`config.mk`:
```
export PLATFORM = sky130hd
export DESIGN_NAME = business_day_date_adder_core_flat
export DESIGN_NICKNAME = d
export VERILOG_FILES = /design/src/rtl/core/bdda_pkg.sv /design/src/rtl/core/bdda_if.sv /design/src/rtl/core/bdda_datapath.sv /design/src/rtl/core/bdda_ctrl.sv /design/src/rtl/core/business_day_date_adder_core.sv /design/src/flat_wrapper.sv
export VERILOG_INCLUDE_DIRS = /design/src /design/src/rtl/core
export SDC_FILE = /design/constraint.sdc
export NUM_CORES = 1
export LEC_CHECK = 0
export ABC_AREA = 0
export BUFFER_PORTS_ARGS = -buffer_cell sky130_fd_sc_hd__buf_2
export CAP_MARGIN = 20
export CORE_AREA = 2 2 187 189
export CTS_CLUSTER_DIAMETER = 60
export CTS_CLUSTER_SIZE = 10
export DETAILED_ROUTE_END_ITERATION = 10
export DIE_AREA = 0 0 189 191
export SETUP_SLACK_MARGIN = 0.02
export SYNTH_ARGS = -nofsm -noshare
export SYNTH_HDL_FRONTEND = slang
export SYNTH_HIERARCHICAL = 1
export SYNTH_SLANG_ARGS = --single-unit
```
`constraint.sdc`:
```
create_clock -name i_clk -period 8.7 [get_ports i_clk]
set_clock_uncertainty 0.2 [all_clocks]
set_input_delay 1.305 -clock i_clk [delete_from_list [all_inputs] [get_ports i_clk]]
set_output_delay 1.305 -clock i_clk [all_outputs]
set_load 0.01 [all_outputs]
```
`src/rtl/core/assert_macros.svh`:
```
// Assertion helpers shared by the core RTL.
`ifndef ASSERT_MACROS_SVH
`define ASSERT_MACROS_SVH

// Property must hold at every edge outside reset.
`define BDDA_ASSERT(name, clk, rst_n, prop, msg) \
    name: assert property (@(posedge clk) disable iff (!rst_n) prop) else $error(msg);

// Condition must never be seen outside reset.
`define BDDA_ASSERT_NEVER(name, clk, rst_n, cond, msg) \
    name: assert property (@(posedge clk) disable iff (!rst_n) !(cond)) else $error(msg);

`endif

```
`src/rtl/core/bdda_pkg.sv`:
```
`timescale 1ns / 1ps
package bdda_pkg;

    localparam int DAY_W   = 5;
    localparam int MON_W   = 4;
    localparam int YEAR_W  = 14;
    localparam int BDAYS_W = 15;
    localparam int WDAY_W  = 3;

    // working widths
    localparam int SUM_W  = 15;
    localparam int MUL_W  = 16;
    localparam int PROD_W = 32;
    localparam int Q100_W = 8;
    localparam int Q400_W = 6;
    localparam int M100_W = 7;
    localparam int M400_W = 9;
    localparam int Q7_W   = 13;

    // reciprocals: q = (x * RECIP) >> SHIFT, exact over the ranges used
    localparam logic [MUL_W-1:0] RECIP_100 = 16'd10486;
    localparam int               SHIFT_100 = 20;
    localparam int               SHIFT_400 = 22;
    localparam logic [MUL_W-1:0] RECIP_7   = 16'd37450;
    localparam int               SHIFT_7   = 18;

    localparam logic [WDAY_W-1:0] SUNDAY   = 3'd0;
    localparam logic [WDAY_W-1:0] SATURDAY = 3'd6;

    localparam logic [MON_W-1:0] JANUARY  = 4'd1;
    localparam logic [MON_W-1:0] FEBRUARY = 4'd2;
    localparam logic [MON_W-1:0] DECEMBER = 4'd12;

    localparam logic [DAY_W-1:0] FIRST_DAY = 5'd1;

    localparam logic [M100_W-1:0] LAST_M100 = 7'd99;
    localparam logic [M400_W-1:0] LAST_M400 = 9'd399;

    typedef struct packed {
        logic [DAY_W-1:0]   start_day;
        logic [MON_W-1:0]   start_month;
        logic [YEAR_W-1:0]  start_year;
        logic [BDAYS_W-1:0] business_days;
    } t_in_item;

    typedef struct packed {
        logic [DAY_W-1:0]  return_day;
        logic [MON_W-1:0]  return_month;
        logic [YEAR_W-1:0] return_year;
        logic [WDAY_W-1:0] return_weekday;
        logic              bad_date;
    } t_out_item;

    typedef struct packed {
        logic load;     // take new item into working regs
        logic mul;      // year times reciprocal of 100
        logic red;      // quotients and remainders by 100 and 400
        logic sum;      // weekday sum and date check
        logic mod;      // sum times reciprocal of 7
        logic wday;     // weekday from the sum
        logic step;     // advance one calendar day
        logic capture;  // load output register
    } t_dp_cmd;

    typedef struct packed {
        logic bad;
        logic walk_done;
    } t_dp_sts;

    // length of month; zero for codes outside 1..12
    function automatic logic [DAY_W-1:0] month_days(input logic [MON_W-1:0] m,
                                                    input logic leap);
        logic [DAY_W-1:0] len;
        case (m)
            4'd1, 4'd3, 4'd5, 4'd7, 4'd8, 4'd10, 4'd12: len = 5'd31;
            4'd4, 4'd6, 4'd9, 4'd11:                    len = 5'd30;
            4'd2:                                       len = leap ? 5'd29 : 5'd28;
            default:                                    len = 5'd0;
        endcase
        return len;
    endfunction

    // (31 * mm) / 12 with March as month 1 of the shifted year
    function automatic logic [DAY_W-1:0] month_offset(input logic [MON_W-1:0] m);
        logic [DAY_W-1:0] off;
        case (m)
            4'd1:    off = 5'd28;
            4'd2:    off = 5'd31;
            4'd3:    off = 5'd2;
            4'd4:    off = 5'd5;
            4'd5:    off = 5'd7;
            4'd6:    off = 5'd10;
            4'd7:    off = 5'd12;
            4'd8:    off = 5'd15;
            4'd9:    off = 5'd18;
            4'd10:   off = 5'd20;
            4'd11:   off = 5'd23;
            4'd12:   off = 5'd25;
            default: off = 5'd0;
        endcase
        return off;
    endfunction

endpackage

```
`src/rtl/core/bdda_if.sv`:
```
`timescale 1ns / 1ps
interface bdda_in_if;
    logic                          valid;
    logic                          ready;
    logic [bdda_pkg::DAY_W-1:0]    start_day;
    logic [bdda_pkg::MON_W-1:0]    start_month;
    logic [bdda_pkg::YEAR_W-1:0]   start_year;
    logic [bdda_pkg::BDAYS_W-1:0]  business_days;

    modport source (output valid, output start_day, output start_month,
                    output start_year, output business_days, input ready);
    modport sink   (input valid, input start_day, input start_month,
                    input start_year, input business_days, output ready);
endinterface

interface bdda_out_if;
    logic                         valid;
    logic                         ready;
    logic [bdda_pkg::DAY_W-1:0]   return_day;
    logic [bdda_pkg::MON_W-1:0]   return_month;
    logic [bdda_pkg::YEAR_W-1:0]  return_year;
    logic [bdda_pkg::WDAY_W-1:0]  return_weekday;
    logic                         bad_date;

    modport source (output valid, output return_day, output return_month,
                    output return_year, output return_weekday, output bad_date,
                    input ready);
    modport sink   (input valid, input return_day, input return_month,
                    input return_year, input return_weekday, input bad_date,
                    output ready);
endinterface

```
`src/rtl/core/bdda_datapath.sv`:
```
`timescale 1ns / 1ps
`include "assert_macros.svh"
module bdda_datapath #(
    parameter int DAYS_WIDTH = 15
) (
    input  logic                i_clk,
    input  logic                i_rst_n,
    input  bdda_pkg::t_dp_cmd   i_cmd,
    input  bdda_pkg::t_in_item  i_item,
    output bdda_pkg::t_dp_sts   o_sts,
    output bdda_pkg::t_out_item o_result
);
    import bdda_pkg::*;

    logic [DAY_W-1:0]      r_day;
    logic [MON_W-1:0]      r_month;
    logic [YEAR_W-1:0]     r_year;
    logic [WDAY_W-1:0]     r_wday;
    logic [DAYS_WIDTH-1:0] r_days_left;
    logic [M100_W-1:0]     r_mod100;
    logic [M400_W-1:0]     r_mod400;
    logic [Q100_W-1:0]     r_q100;
    logic [Q400_W-1:0]     r_q400;
    logic [PROD_W-1:0]     r_prod;
    logic [SUM_W-1:0]      r_sum;
    logic                  r_bad;
    t_out_item             r_out;

    logic [DAYS_WIDTH-1:0] w_days_in;
    logic                  w_leap;
    logic [DAY_W-1:0]      w_dim;
    logic                  w_weekend;
    logic [MUL_W-1:0]      w_mul_a;
    logic [MUL_W-1:0]      w_mul_b;
    logic [Q100_W-1:0]     w_q100;
    logic [Q400_W-1:0]     w_q400;
    logic [YEAR_W-1:0]     w_m100_full;
    logic [YEAR_W-1:0]     w_m400_full;
    logic                  w_early;
    logic [YEAR_W-1:0]     w_yy;
    logic [Q100_W-1:0]     w_q100y;
    logic [Q400_W-1:0]     w_q400y;
    logic [SUM_W-1:0]      w_sum;
    logic                  w_bad;
    logic [SUM_W-1:0]      w_q7;
    logic [SUM_W-1:0]      w_wday_full;

    generate
        if (DAYS_WIDTH <= BDAYS_W) begin : g_trunc
            assign w_days_in = i_item.business_days[DAYS_WIDTH-1:0];
        end else begin : g_ext
            assign w_days_in = {{(DAYS_WIDTH-BDAYS_W){1'b0}}, i_item.business_days};
        end
    endgenerate

    // leap rule from the running remainders of the true year
    assign w_leap    = ((r_year[1:0] == 2'd0) && (r_mod100 != '0)) || (r_mod400 == '0);
    assign w_dim     = month_days(r_month, w_leap);
    assign w_weekend = (r_wday == SUNDAY) || (r_wday == SATURDAY);

    // one shared multiplier: year by 1/100, later sum by 1/7
    assign w_mul_a = i_cmd.mul ? MUL_W'(r_year) : MUL_W'(r_sum);
    assign w_mul_b = i_cmd.mul ? RECIP_100 : RECIP_7;

    assign w_q100      = r_prod[SHIFT_100 +: Q100_W];
    assign w_q400      = r_prod[SHIFT_400 +: Q400_W];
    assign w_m100_full = r_year - YEAR_W'(w_q100) * YEAR_W'(100);
    assign w_m400_full = r_year - YEAR_W'(w_q400) * YEAR_W'(400);

    // Jan/Feb belong to the previous year in the weekday formula
    assign w_early = (r_month == JANUARY) || (r_month == FEBRUARY);
    assign w_yy    = r_year - YEAR_W'(w_early);
    assign w_q100y = r_q100 - Q100_W'(w_early && (r_mod100 == '0));
    assign w_q400y = r_q400 - Q400_W'(w_early && (r_mod400 == '0));
    assign w_sum   = SUM_W'(r_day) + SUM_W'(w_yy) + SUM_W'(w_yy[YEAR_W-1:2])
                   - SUM_W'(w_q100y) + SUM_W'(w_q400y) + SUM_W'(month_offset(r_month));

    assign w_bad = (r_month == '0) || (r_month > DECEMBER) || (r_year == '0)
                 || (r_day == '0) || (r_day > w_dim);

    assign w_q7        = SUM_W'(r_prod[SHIFT_7 +: Q7_W]);
    assign w_wday_full = r_sum - w_q7 * SUM_W'(7);

    always_ff @(posedge i_clk) begin
        if (!i_rst_n) begin
            r_day       <= '0;
            r_month     <= '0;
            r_year      <= '0;
            r_wday      <= '0;
            r_days_left <= '0;
            r_bad       <= 1'b0;
        end else begin
            if (i_cmd.load) begin
                r_day       <= i_item.start_day;
                r_month     <= i_item.start_month;
                r_year      <= i_item.start_year;
                r_days_left <= w_days_in;
            end
            if (i_cmd.sum) begin
                r_bad <= w_bad;
            end
            if (i_cmd.wday) begin
                r_wday <= w_wday_full[WDAY_W-1:0];
            end
            if (i_cmd.step) begin
                if (!w_weekend) begin
                    r_days_left <= r_days_left - DAYS_WIDTH'(1);
                end
                r_wday <= (r_wday == SATURDAY) ? SUNDAY : r_wday + WDAY_W'(1);
                if (r_day >= w_dim) begin
                    r_day <= FIRST_DAY;
                    if (r_month == DECEMBER) begin
                        r_month <= JANUARY;
                        r_year  <= r_year + YEAR_W'(1);
                    end else begin
                        r_month <= r_month + MON_W'(1);
                    end
                end else begin
                    r_day <= r_day + DAY_W'(1);
                end
            end
        end
    end

    // stage registers and remainder counters
    always_ff @(posedge i_clk) begin
        if (i_cmd.mul || i_cmd.mod) begin
            r_prod <= PROD_W'(w_mul_a) * PROD_W'(w_mul_b);
        end
        if (i_cmd.red) begin
            r_q100   <= w_q100;
            r_q400   <= w_q400;
            r_mod100 <= w_m100_full[M100_W-1:0];
            r_mod400 <= w_m400_full[M400_W-1:0];
        end
        if (i_cmd.sum) begin
            r_sum <= w_sum;
        end
        if (i_cmd.step && (r_day >= w_dim) && (r_month == DECEMBER)) begin
            r_mod100 <= (r_mod100 == LAST_M100) ? '0 : r_mod100 + M100_W'(1);
            r_mod400 <= (r_mod400 == LAST_M400) ? '0 : r_mod400 + M400_W'(1);
        end
        if (i_cmd.capture) begin
            r_out.return_day   <= r_day;
            r_out.return_month <= r_month;
            r_out.return_year  <= r_year;
            if (r_bad) begin
                r_out.return_weekday <= SUNDAY;
                r_out.bad_date       <= 1'b1;
            end else begin
                r_out.return_weekday <= r_wday;
                r_out.bad_date       <= 1'b0;
            end
        end
    end

    assign o_sts.bad       = r_bad;
    assign o_sts.walk_done = (r_days_left == '0) && !w_weekend;
    assign o_result        = r_out;

    `BDDA_ASSERT(a_days_left_no_rise, i_clk, i_rst_n, i_cmd.step |=> r_days_left <= $past(r_days_left), "days_left rose during walk")
    `BDDA_ASSERT(a_wday_in_range, i_clk, i_rst_n, i_cmd.wday |=> r_wday != 3'd7, "mod 7 reduction out of range")
    `BDDA_ASSERT(a_return_on_weekday, i_clk, i_rst_n, (i_cmd.capture && !r_bad) |=> (r_out.return_weekday != SUNDAY) && (r_out.return_weekday != SATURDAY), "return date on weekend")

endmodule

```
`src/rtl/core/bdda_ctrl.sv`:
```
`timescale 1ns / 1ps
`include "assert_macros.svh"
module bdda_ctrl (
    input  logic              i_clk,
    input  logic              i_rst_n,
    input  logic              i_in_valid,
    output logic              o_in_ready,
    output logic              o_out_valid,
    input  logic              i_out_ready,
    input  bdda_pkg::t_dp_sts i_sts,
    output bdda_pkg::t_dp_cmd o_cmd
);
    import bdda_pkg::*;

    localparam logic [2:0] S_IDLE = 3'd0;
    localparam logic [2:0] S_MUL  = 3'd1;
    localparam logic [2:0] S_RED  = 3'd2;
    localparam logic [2:0] S_SUM  = 3'd3;
    localparam logic [2:0] S_MOD  = 3'd4;
    localparam logic [2:0] S_WDAY = 3'd5;
    localparam logic [2:0] S_WALK = 3'd6;

    logic [2:0] r_state;
    logic [2:0] n_state;
    logic       r_out_valid;
    logic       n_out_valid;
    logic       w_finish;
    logic       w_out_free;

    assign w_finish   = i_sts.bad || i_sts.walk_done;
    assign w_out_free = !r_out_valid || i_out_ready;

    always_comb begin
        o_cmd   = '0;
        n_state = r_state;
        case (r_state)
            S_IDLE: begin
                if (i_in_valid) begin
                    o_cmd.load = 1'b1;
                    n_state    = S_MUL;
                end
            end
            S_MUL: begin
                o_cmd.mul = 1'b1;
                n_state   = S_RED;
            end
            S_RED: begin
                o_cmd.red = 1'b1;
                n_state   = S_SUM;
            end
            S_SUM: begin
                o_cmd.sum = 1'b1;
                n_state   = S_MOD;
            end
            S_MOD: begin
                o_cmd.mod = 1'b1;
                n_state   = S_WDAY;
            end
            S_WDAY: begin
                o_cmd.wday = 1'b1;
                n_state    = S_WALK;
            end
            S_WALK: begin
                if (!w_finish) begin
                    o_cmd.step = 1'b1;
                end else if (w_out_free) begin
                    o_cmd.capture = 1'b1;
                    n_state       = S_IDLE;
                end
            end
            default: begin
                n_state = S_IDLE;
            end
        endcase
    end

    always_comb begin
        if (o_cmd.capture) begin
            n_out_valid = 1'b1;
        end else if (i_out_ready) begin
            n_out_valid = 1'b0;
        end else begin
            n_out_valid = r_out_valid;
        end
    end

    always_ff @(posedge i_clk) begin
        if (!i_rst_n) begin
            r_state     <= S_IDLE;
            r_out_valid <= 1'b0;
        end else begin
            r_state     <= n_state;
            r_out_valid <= n_out_valid;
        end
    end

    // no accept while reset is held
    assign o_in_ready  = i_rst_n && (r_state == S_IDLE);
    assign o_out_valid = r_out_valid;

    `BDDA_ASSERT(a_result_held, i_clk, i_rst_n,
        (r_out_valid && !i_out_ready) |-> !o_cmd.capture ##1 r_out_valid,
        "pending result dropped or overwritten")
    `BDDA_ASSERT(a_load_starts_setup, i_clk, i_rst_n,
        o_cmd.load |=> o_cmd.mul && !o_in_ready,
        "setup did not follow accept")

endmodule

```
`src/rtl/core/business_day_date_adder_core.sv`:
```
// Channel   Dir  Modport           Payload
// i_in      in   bdda_in_if.sink   start_day, start_month, start_year, business_days
// o_out     out  bdda_out_if.source return_day, return_month, return_year,
//                                  return_weekday, bad_date
//
// Walk: the day walk steps one calendar day per cycle through the date-step
//   logic; the calendar days walked number at most about 45,880 for 32767
//   business days.
// Setup runs mul, red, sum, mod and wday on one shared 16x16 multiplier
//   (weekday and leap terms). A bad date skips the walk.
// Reset is synchronous, active low; input ready stays low while reset is held
//   and the block is ready as soon as reset is released.
// A stalled output holds its item in the output register; the walk finishes
//   and waits there, so a new item is taken once the old one has left.
`timescale 1ns / 1ps
module business_day_date_adder_core #(
    parameter int DAYS_WIDTH = 15
) (
    input  logic        i_clk,
    input  logic        i_rst_n,
    bdda_in_if.sink     i_in,
    bdda_out_if.source  o_out
);
    import bdda_pkg::*;

    t_in_item  w_item;
    t_out_item w_result;
    t_dp_cmd   w_cmd;
    t_dp_sts   w_sts;

    // input payload into one struct for the datapath
    assign w_item.start_day     = i_in.start_day;
    assign w_item.start_month   = i_in.start_month;
    assign w_item.start_year    = i_in.start_year;
    assign w_item.business_days = i_in.business_days;

    // sequencer: accept, setup stages, day walk, result capture
    bdda_ctrl u_ctrl (
        .i_clk       (i_clk),
        .i_rst_n     (i_rst_n),
        .i_in_valid  (i_in.valid),
        .o_in_ready  (i_in.ready),
        .o_out_valid (o_out.valid),
        .i_out_ready (o_out.ready),
        .i_sts       (w_sts),
        .o_cmd       (w_cmd)
    );

    // date registers, weekday arithmetic, day stepper, output register
    bdda_datapath #(
        .DAYS_WIDTH (DAYS_WIDTH)
    ) u_datapath (
        .i_clk    (i_clk),
        .i_rst_n  (i_rst_n),
        .i_cmd    (w_cmd),
        .i_item   (w_item),
        .o_sts    (w_sts),
        .o_result (w_result)
    );

    assign o_out.return_day     = w_result.return_day;
    assign o_out.return_month   = w_result.return_month;
    assign o_out.return_year    = w_result.return_year;
    assign o_out.return_weekday = w_result.return_weekday;
    assign o_out.bad_date       = w_result.bad_date;

endmodule
```
`src/flat_wrapper.sv`:
```
// flat-port wrapper written by rule: the top's interface ports become plain ports
module business_day_date_adder_core_flat import bdda_pkg::*;
#(
    parameter int DAYS_WIDTH = 15
)
  (i_clk, i_rst_n, i_in_valid, i_in_start_day, i_in_start_month, i_in_start_year, i_in_business_days, i_in_ready, o_out_valid, o_out_return_day, o_out_return_month, o_out_return_year, o_out_return_weekday, o_out_bad_date, o_out_ready);
  bdda_in_if i_in_i ();
  bdda_out_if o_out_i ();
  input  logic i_clk;
  input  logic i_rst_n;
  input wire logic [$bits(i_in_i.valid)-1:0] i_in_valid;
  input wire logic [$bits(i_in_i.start_day)-1:0] i_in_start_day;
  input wire logic [$bits(i_in_i.start_month)-1:0] i_in_start_month;
  input wire logic [$bits(i_in_i.start_year)-1:0] i_in_start_year;
  input wire logic [$bits(i_in_i.business_days)-1:0] i_in_business_days;
  output wire logic [$bits(i_in_i.ready)-1:0] i_in_ready;
  output wire logic [$bits(o_out_i.valid)-1:0] o_out_valid;
  output wire logic [$bits(o_out_i.return_day)-1:0] o_out_return_day;
  output wire logic [$bits(o_out_i.return_month)-1:0] o_out_return_month;
  output wire logic [$bits(o_out_i.return_year)-1:0] o_out_return_year;
  output wire logic [$bits(o_out_i.return_weekday)-1:0] o_out_return_weekday;
  output wire logic [$bits(o_out_i.bad_date)-1:0] o_out_bad_date;
  input wire logic [$bits(o_out_i.ready)-1:0] o_out_ready;
  assign i_in_i.valid = i_in_valid;
  assign i_in_i.start_day = i_in_start_day;
  assign i_in_i.start_month = i_in_start_month;
  assign i_in_i.start_year = i_in_start_year;
  assign i_in_i.business_days = i_in_business_days;
  assign i_in_ready = i_in_i.ready;
  assign o_out_valid = o_out_i.valid;
  assign o_out_return_day = o_out_i.return_day;
  assign o_out_return_month = o_out_i.return_month;
  assign o_out_return_year = o_out_i.return_year;
  assign o_out_return_weekday = o_out_i.return_weekday;
  assign o_out_bad_date = o_out_i.bad_date;
  assign o_out_i.ready = o_out_ready;
  business_day_date_adder_core #(.DAYS_WIDTH(DAYS_WIDTH)) u_core (.i_clk(i_clk), .i_rst_n(i_rst_n), .i_in(i_in_i), .o_out(o_out_i));
endmodule
```
# After elaboration in Yosys (flattened, before gate mapping)
# Memories as Yosys holds them, arrays and structs flattened. A register that Yosys moved wholly into a read port is not among the register bits.
# Cells that the tools add are included.
[classes]
eq_ne = 24
n_addsub = 18
mux = 46
n_reduce_logical = 36
multipliers = 4
n_lt_le_gt_ge = 3
[op_table]
columns = ["operator", "count"]
rows = [
  ["2-to-1 mux 15 bit", 4],
  ["2-to-1 mux 14 bit", 4],
  ["multiplier 15 x 16 -> 31 bit", 1],
  ["2-to-1 mux 9 bit", 3],
  ["2-to-1 mux 7 bit", 3],
  ["one-hot mux 3 bit (7 select lines)", 1],
  ["equality test 4 bit (second input constant)", 5],
  ["2-to-1 mux 4 bit", 5],
  ["2-to-1 mux 3 bit", 6],
  ["equality test 4 x 3 -> 1 bit (second input constant)", 4],
  ["2-to-1 mux 16 bit", 1],
  ["adder 15 x 12 -> 15 bit", 1],
  ["adder 15 x 5 -> 15 bit", 1],
  ["adder 15 x 6 -> 15 bit", 1],
  ["adder 5 x 14 -> 15 bit", 1],
  ["zero test 15 bit", 1],
  ["2-to-1 mux 5 bit", 3],
  ["one-hot mux 5 bit (3 select lines)", 1],
  ["subtractor 15 x 1 -> 15 bit (second input constant)", 1],
  ["subtractor 15 x 8 -> 15 bit", 1],
  ["adder 14 x 1 -> 14 bit (second input constant)", 1],
  ["zero test 14 bit", 1],
  ["2-to-1 mux 1 bit", 14],
  ["subtractor 14 x 1 -> 14 bit", 1],
  ["39 further kinds", 66],
]
[word_totals]
out_inout_bits = 29
inputBits = 42
rom_bits = 80
n_memories = 1
reg_bits = 149
wordCells = 151
[mem_list]
columns = ["memory", "words", "word_bits", "read_ports", "rd_ports_with_merged_regs", "wr", "line_no", "rtl"]
rows = [
  ["(no name shown)", 16, 5, 1, 1, 0, "bdda_pkg.sv:86", "case (m)"],
]

# Depth between registers and ports, before layout
# Gate-level depths: netlist (run 1).
[logic_depth]
depth_word = 10
depth_mapped = 26
mapped_depth_nobuf = 25

# Modules after synthesis
# Netlist (run 1), hierarchy kept.
[modules_own_cells]
columns = ["module", "seq_area_each_um2", "cells_per_inst", "instances", "area_per_inst_um2"]
rows = [
  ["bdda_datapath", 3223.1, 1392, 1, 13155.1],
  ["bdda_ctrl", 80.1, 33, 1, 280.3],
]

# Worst setup path after synthesis (run 1)
# OpenSTA, ideal clock, no wires.
[synth_timing]
kind = "register -> register"
from = "register u_core.u_ctrl.r_state[1]"
to = "register u_core.u_datapath.r_prod[27] (data pin)"
n_path_buf = 2
setup_slack_ps = 2053
period_less_slack_ps = 6647
t_arrival_ps = 6182
t_required_ps = 8235
path_stages_with_launch = 24
setup_time_ps = 265
cell_sequence = "dfxtp_1 -> buf_4 -> nor3_1 -> clkbuf_1 -> nand2b_1 -> nand2_1 -> fa_1 -> inv_1 -> fa_1 -> inv_1 -> fa_1 -> fa_1 -> fa_1 -> inv_1 -> fa_1 -> inv_1 -> ha_1 -> o21ai_0 -> nand2b_1 -> a32oi_2 -> nand3b_2 -> or3_4 -> nor4_1 -> nor3_1"
[synth_lines]
columns = ["item", "line_no", "rtl"]
rows = [
  ["start, declared", "bdda_ctrl.sv:23", "logic [2:0] r_state;"],
  ["start signal, assigned", "bdda_ctrl.sv:92", "r_state <= n_state;"],
  ["end signal, assigned", "bdda_datapath.sv:128", "r_prod <= PROD_W'(w_mul_a) * PROD_W'(w_mul_b);"],
  ["end, declared", "bdda_datapath.sv:24", "logic [PROD_W-1:0] r_prod;"],
]

==> flow_summary.json, run 1 <==
{
  "cts_buffer_depth": 2,
  "yosysUniqueCellTypes": 85,
  "hold_path_class": "register to register",
  "cts.sink_count": 127,
  "reg2reg_slack_ns": 1.72,
  "slew_viols_final": 0,
  "die_span_x_um": 189,
  "grt_max_degree": 49,
  "clk-insertion-delay-late_ns": 0.43,
  "layout.cells.most_common": "sky130_fd_sc_hd__inv_1",
  "unrepaired_setup_endpoints_after_global_routing": "false",
  "drt-initial-drc-count": 616,
  "worst_slew_pin_slew_ns": 1.01,
  "yosys_register_bits": 127,
  "clock_tree.htree_level_count": 4,
  "core_area_um2": 34100,
  "worst_setup_hold_path_clk_slew_ns": 0.07,
  "design.portCount": 71,
  "endpoint_kind": "register",
  "wl_per_cell_um": 16.7,
  "number_of_antenna_violations_at_the_first_check_in_global_routing": 1,
  "final_wirelength_um": 32800,
  "die_area_um2": 36100,
  "clock_tree.root_cell": "sky130_fd_sc_hd__clkbuf_16",
  "final.setup.tns_ns": 0,
  "critical_path_class": "register to register",
  "critical_path.reg2reg.endpoint": "u_core/u_datapath/r_prod[27]",
  "wl_met1_um": 15100,
  "syn-cell-area_um2": 13400,
  "mapped_avg_cell_area_um2": 9.43,
  "cts_inserted_buffers": 17,
  "achievable-frequency_ghz": 0.143,
  "grt_first_pass_wirelength_um": 53000,
  "cap_viol_max_count": 0,
  "standard_cell_row_count": 68,
  "run_status": "completed",
  "regToRegStartpoint": "u_core/u_ctrl/r_state[0]",
  "postRouteAntennaNets": 0,
  "dr.pass1.iters": 5,
  "worst_slew_margin_rel_pct": 32.2,
  "drc": 0,
  "async_reset_ff_share_pct": 0,
  "place.port_buffers": 70,
  "filler_cell_count": 3327,
  "timing_hold_violations_final": 0,
  "worst_ep_arrival_time_ns": 6.95,
  "crit_end": "u_core/u_datapath/r_prod[27]",
  "worst_setup_path_startpoint": "u_core/u_ctrl/r_state[0]",
  "maxUsedRoutingLayer": "met4",
  "reg2regPathDepth": 24,
  "dr_wl_met3_um": 1300,
  "yosysTopAreaCellShare_pct": 18.9,
  "final_estimated_routing_congestion_in_global_placement": 0.897,
  "synth_sequential_area_ratio_pct": 24.6,
  "critPathLaunchType": "register",
  "syn-instance-count": 1425,
  "count_of_warnings_emitted_by_yosys": 6,
  "num_vias": 9980,
  "cp_common_cell": "sky130_fd_sc_hd__fa_1",
  "ir_drop_mv": 0.248,
  "cts_hold_repair.buffers": 0,
  "worst-endpoint-required_ns": 8.67,
  "final_net_count": 1839,
  "floorplan.die.height_um": 191,
  "synth_largest_area_cell": "sky130_fd_sc_hd__fa_1",
  "setup_viol": 0,
  "p_per_cell_area_nw_per_um2": 360,
  "floorplan.initialDensity_pct": 39.4,
  "cts_tree": "built",
  "hpwl_after_dpl_um": 26700,
  "areaGrowthSynthToFinish_pct": 10.8,
  "power.total_w": 0.00536,
  "ys_top_cells_by_area": "sky130_fd_sc_hd__fa_1, sky130_fd_sc_hd__edfxtp_1, sky130_fd_sc_hd__ha_1, sky130_fd_sc_hd__inv_1, sky130_fd_sc_hd__dfxtp_1",
  "number_of_global_route_vias_before_repair": 10200,
  "met2RoutedLength_um": 15600,
  "synth_edf_count": 76,
  "grt.overflow.total": 0,
  "final_layout_size_suffix_gt1_share_pct": 9.93,
  "power.static_leakage_nw": 7.15,
  "post_cts_resize_count": 0,
  "viasPerCell": 5.08,
  "fin_util_pct": 43.7,
  "critical_path.slowest_cell": "sky130_fd_sc_hd__fa_1",
  "layout_common_cells": "sky130_fd_sc_hd__inv_1, sky130_fd_sc_hd__ha_1, sky130_fd_sc_hd__fa_1, sky130_fd_sc_hd__nand2_1, sky130_fd_sc_hd__edfxtp_1",
  "globalRouteTotalUtil_pct": 18.9,
  "period_needed_ns": 6.98,
  "path_cells": "inv_2 -> nor3_2 -> buf_4 -> nand2b_1 -> inv_1 -> or2_2 -> ha_1 -> a21oi_1 -> fa_1 -> fa_1 -> inv_1 -> fa_1 -> fa_1 -> inv_1 -> fa_1 -> inv_1 -> ha_1 -> o21ai_0 -> o21ai_1 -> a32oi_2 -> nand3b_2 -> or3_4 -> nor4_1 -> nor3_1",
  "final.period_utilization_pct": 80.2,
  "cp_slowest_stage_delay_ns": 0.55,
  "synth_ff_type": "sky130_fd_sc_hd__edfxtp_1",
  "timing.critical_path.fanout_max": 34,
  "post_cts_buffers": 0
}
-- cell families after synthesis --
logic type / Yosys count / synth area share, %
DFF: 127 / 24.6
muxes: 10 / 0.754
xor gates and xnor gates: 83 / 5.41
and+or+nand+nor: 332 / 12.8
buffers and inverters: 340 / 9.81
adders and majority gates: 300 / 35.0
AOI/OAI and AO/OA: 231 / 11.6
other: 2 / 0.0559
-- cell usage after synthesis, types with 4 or more instances --
cell                       count
sky130_fd_sc_hd__or3_1        13
sky130_fd_sc_hd__nor2_1       70
sky130_fd_sc_hd__nor4_1       12
sky130_fd_sc_hd__buf_2         6
sky130_fd_sc_hd__a21o_1        8
sky130_fd_sc_hd__o21ai_0      48
sky130_fd_sc_hd__a32oi_1       4
sky130_fd_sc_hd__clkbuf_1     33
sky130_fd_sc_hd__o211a_1       5
sky130_fd_sc_hd__xor2_1       27
sky130_fd_sc_hd__xnor2_1      56
sky130_fd_sc_hd__nand4_1       6
sky130_fd_sc_hd__nand3_1      30
sky130_fd_sc_hd__nor3_1       23
sky130_fd_sc_hd__nand2b_1     24
sky130_fd_sc_hd__a31oi_1       9
sky130_fd_sc_hd__a21oi_1      68
sky130_fd_sc_hd__buf_4         4
sky130_fd_sc_hd__nand2_1      85
sky130_fd_sc_hd__inv_1       292
sky130_fd_sc_hd__a211oi_1      9
sky130_fd_sc_hd__dfxtp_1      51
sky130_fd_sc_hd__o21a_1        5
sky130_fd_sc_hd__a311oi_1      4
sky130_fd_sc_hd__a22oi_1       5
sky130_fd_sc_hd__and2_1        8
sky130_fd_sc_hd__o211ai_1     10
sky130_fd_sc_hd__ha_1        173
sky130_fd_sc_hd__o31ai_1       4
sky130_fd_sc_hd__o21ai_1       4
sky130_fd_sc_hd__a21boi_0     16
sky130_fd_sc_hd__mux2i_1       9
sky130_fd_sc_hd__nor2b_1      18
sky130_fd_sc_hd__and3_1       14
sky130_fd_sc_hd__fa_1        127
sky130_fd_sc_hd__edfxtp_1     76
-- where the power goes --
part | switching (W) | total [W] | internal [W]
logic | 0.00208 | 0.00367 | 0.00158
registers | 0.0000991 | 0.000982 | 0.000882
clock network | 0.000326 | 0.000712 | 0.000386
total | 0.00251 | 0.00536 | 0.00285
-- through the flow --
stage	instance area (um^2)	std cells	setup slack (ns)	hold WS [ns]
2_1_floorplan	13500	1446	2.05	0.200
3_3_place_gp	14300	1932	1.92	0.243
3_5_place_dp	14300	1933	1.72	0.234
4_1_cts	14900	1965	1.70	0.257
5_1_grt	14900	1966	1.30	0.251
6_report	14900	1966	1.72	0.253
-- critical path, delay by kind of cell (launching register included) --
family / cells / cell delay, ns
adders and majority gates: 7 / 2.98
and+or+nand+nor: 7 / 1.59
AOI/OAI and AO/OA: 4 / 0.74
buffers and inverters: 6 / 0.71
DFF: 1 / 0.46
-- sequential cells by signal (all words and copies together), names as in the netlist, named ones only --
name,cells
u_core/u_datapath/r_bad,1
u_core/u_ctrl/r_state,3
u_core/u_ctrl/o_out_valid,1
u_core/u_datapath/r_mod100,7
u_core/u_datapath/r_month,4
u_core/u_datapath/r_mod400,9
u_core/u_datapath/r_wday,3
u_core/u_datapath/o_result,27
u_core/u_datapath/r_sum,15
u_core/u_datapath/r_prod,10
u_core/u_datapath/r_q100,8
u_core/u_datapath/r_days_left,15
u_core/u_datapath/r_year,14
u_core/u_datapath/r_day,5
-- area by class of cell --
type	count	area [um^2]	area share (%)
diodes	1	2.50	0.0168
clock buffers	17	425	2.86
clock inverters	15	161	1.08
inverters	294	1110	7.43
multi-input cells	979	8910	59.9
flip-flops and latches	127	3300	22.2
well taps	455	569	3.82
repair buffers	78	410	2.76
-- metal layers --
| metal | GRT usage, % | vias up |
|---|---|---|
| li1 | - | 4821 |
| met1 | 25.0 | 4879 |
| met2 | 32.0 | 235 |
| met3 | 2.39 | 45 |
| met4 | 5.95 | 0 |
| met5 | 0 | - |
-- worst min path at each step --
stage | from | to | slack, ns | depth (start not counted)
after global routing | u_core/u_datapath/r_prod[27] | u_core/u_datapath/r_q100[7] | 0.25 | 0
final | u_core/u_datapath/r_prod[27] | u_core/u_datapath/r_q100[7] | 0.25 | 0
after detailed placement | u_core/u_datapath/r_prod[27] | u_core/u_datapath/r_q100[7] | 0.23 | 0
after floorplan | u_core/u_datapath/r_prod[27] | u_core/u_datapath/r_q100[7] | 0.20 | 0
after global placement | u_core/u_datapath/r_prod[27] | u_core/u_datapath/r_q100[7] | 0.24 | 0
after CTS | u_core/u_datapath/r_prod[27] | u_core/u_datapath/r_q100[7] | 0.26 | 0
Note: power is estimated with default switching activity, not from simulation.
==> inputs of run 2 (changes only) <==
==> constraint.sdc (replaced) <==
create_clock -name i_clk -period 5.8 [get_ports i_clk]
set_clock_uncertainty 0.2 [all_clocks]
set_input_delay 0.87 -clock i_clk [delete_from_list [all_inputs] [get_ports i_clk]]
set_output_delay 0.87 -clock i_clk [all_outputs]
set_load 0.01 [all_outputs]
==> flow_summary.json, run 2 (synthesis results as in run 1) <==
{
  "run_status": "finished, violations left",
  "violations": "negative setup slack",
  "final_estimated_routing_congestion_in_global_placement": 0.874,
  "p_per_cell_area_nw_per_um2": 617,
  "max_ffs_per_register": 27,
  "reg2regPathDepth": 22,
  "drc": 0,
  "endpoint_kind": "register",
  "areaGrowthSynthToFinish_pct": 22.8,
  "grt_max_degree": 49,
  "worst_slew_margin_rel_pct": 42.1,
  "unrepaired_setup_endpoints_after_global_routing": "true",
  "critPathLaunchType": "register",
  "antenna_cells_inserted": 0,
  "clk-insertion-delay-late_ns": 0.42,
  "clock_tree.root_cell": "sky130_fd_sc_hd__clkbuf_16",
  "setup_viol": 10,
  "number_of_antenna_violations_at_the_first_check_in_global_routing": 0,
  "final.period_utilization_pct": 105,
  "postPlaceCellArea_um2": 15300,
  "timing_hold_violations_final": 0,
  "globalRouteTotalUtil_pct": 19.8,
  "ir_drop_mv": 0.794,
  "cts_hold_repair.buffers": 0,
  "finalInstanceArea_um2": 16500,
  "achievable-frequency_ghz": 0.164,
  "dr.pass1.iters": 5,
  "viasPerCell": 5.01,
  "cp_common_cell": "sky130_fd_sc_hd__fa_1",
  "power.static_leakage_nw": 7.87,
  "grt_first_pass_wirelength_um": 55800,
  "cts_buffer_depth": 2,
  "clock_tree.htree_level_count": 4,
  "critical_path_class": "register to register",
  "path_cells": "nor3_4 -> buf_12 -> buf_6 -> and2_4 -> nor2_4 -> fa_1 -> fa_1 -> inv_1 -> fa_1 -> fa_2 -> fa_1 -> inv_1 -> fa_2 -> inv_2 -> ha_4 -> nor3_2 -> o21ai_2 -> a32oi_4 -> nand3b_4 -> or3_4 -> and4_4 -> nor3_2",
  "critical_path.slowest_cell": "sky130_fd_sc_hd__fa_1",
  "design.portCount": 71,
  "place.port_buffers": 70,
  "cts_tree": "built",
  "cts.sink_count": 127,
  "holdPathStages": 0,
  "final_layout_size_suffix_gt1_share_pct": 23.0,
  "slew_viols_final": 0,
  "critPathTopFamily": "adder cells",
  "worst_ep_arrival_time_ns": 6.19,
  "die_area_um2": 36100,
  "postRouteAntennaNets": 0,
  "critical_path_depth": 22,
  "core_area_um2": 34100,
  "period_needed_ns": 6.11,
  "number_of_global_route_vias_before_repair": 10600,
  "floorplan.initialDensity_pct": 39.4,
  "final_wirelength_um": 34500,
  "wl_per_cell_um": 16.5,
  "fin_util_pct": 48.3,
  "worst_setup_hold_path_clk_slew_ns": 0.06,
  "timing.critical_path.buf_inv": 5,
  "layout_common_cells": "sky130_fd_sc_hd__inv_1, sky130_fd_sc_hd__ha_1, sky130_fd_sc_hd__buf_4, sky130_fd_sc_hd__fa_1, sky130_fd_sc_hd__edfxtp_1",
  "floorplan.die.height_um": 191,
  "grt.overflow.total": 0,
  "cts_inserted_buffers": 17,
  "die_span_x_um": 189,
  "final_net_count": 1966,
  "worst_slew_pin_slew_ns": 0.866,
  "standard_cell_row_count": 68,
  "layout.cells.most_common": "sky130_fd_sc_hd__inv_1",
  "final.setup.tns_ns": -1.55,
  "cap_viol_max_count": 0,
  "cp_slowest_stage_delay_ns": 0.53,
  "worst-endpoint-required_ns": 5.88,
  "hold_path_class": "register to register",
  "hpwl_after_dpl_um": 27500,
  "timing.critical_path.fanout_max": 5,
  "num_vias": 10500,
  "drt-initial-drc-count": 560,
  "fin_ws_ns": -0.309
}
run 2: cell count changes in the layout (fill, tap and decap cells not counted), sizes merged:
cell      previous run  this run
inv                306       296
clkbuf              17        21
diode                1         0
clkinv               3         5
bufinv               0         2
clkinvlp             0         2
buf                 78       205
run 2: path summary, 6_finish.rpt:
path	from	endpoint	slack, ns
hold / removal	u_core/u_datapath/r_prod[27]	u_core/u_datapath/r_q100[7]	0.28
hold reg to reg	u_core/u_datapath/r_prod[27]	u_core/u_datapath/r_q100[7]	0.28
setup reg to reg	u_core/u_ctrl/r_state[1]	u_core/u_datapath/r_prod[27]	-0.31
setup / recovery	u_core/u_ctrl/r_state[1]	u_core/u_datapath/r_prod[27]	-0.31
run 2: power by group:
part           internal [W]  switching [W]  total [W]
Combinational       0.00362        0.00402    0.00763
Clock              0.000673       0.000418    0.00109
Sequential          0.00133       0.000133    0.00146
Total               0.00561        0.00457     0.0102
run 2: layer usage:
layer | vias up | track usage (%) | share of wire [%]
met3 | 38 | 2.61 | 3.6
met2 | 209 | 32.6 | 47
met4 | 0 | 5.77 | 2.3
met5 | - | 0 | 0
li1 | 5080 | - | -
met1 | 5149 | 27.3 | 47
run 2: timing repair:
item	CTS	global route
pin swaps	46	17
setup buffers	16	4
gates cloned	1	0
setup endpoints to repair	12	16
gates resized for setup	68	28
run 2: cell type report:
cell class,count,area (um^2)
Tap cell,455,569
Clock buffer,21,472
Fill cell,3185,17600
Sequential cell,127,3310
Multi-Input combinational cell,979,9470
Clock inverter,11,129
Timing Repair Buffer,205,1440
Inverter,294,1110
run 2: metrics by stage:
step / hold slack [ns] / setup slack [ns] / cells / total power [W]
after global placement: 0.274 / -0.392 / 2040 / 0.00752
after global routing: 0.274 / -0.498 / 2092 / 0.0111
after floorplan: 0.200 / -0.160 / 1446 / 0.00584
final: 0.276 / -0.309 / 2092 / 0.0102
after detailed placement: 0.264 / -0.513 / 2040 / 0.00765
after CTS: 0.279 / -0.312 / 2089 / 0.00987
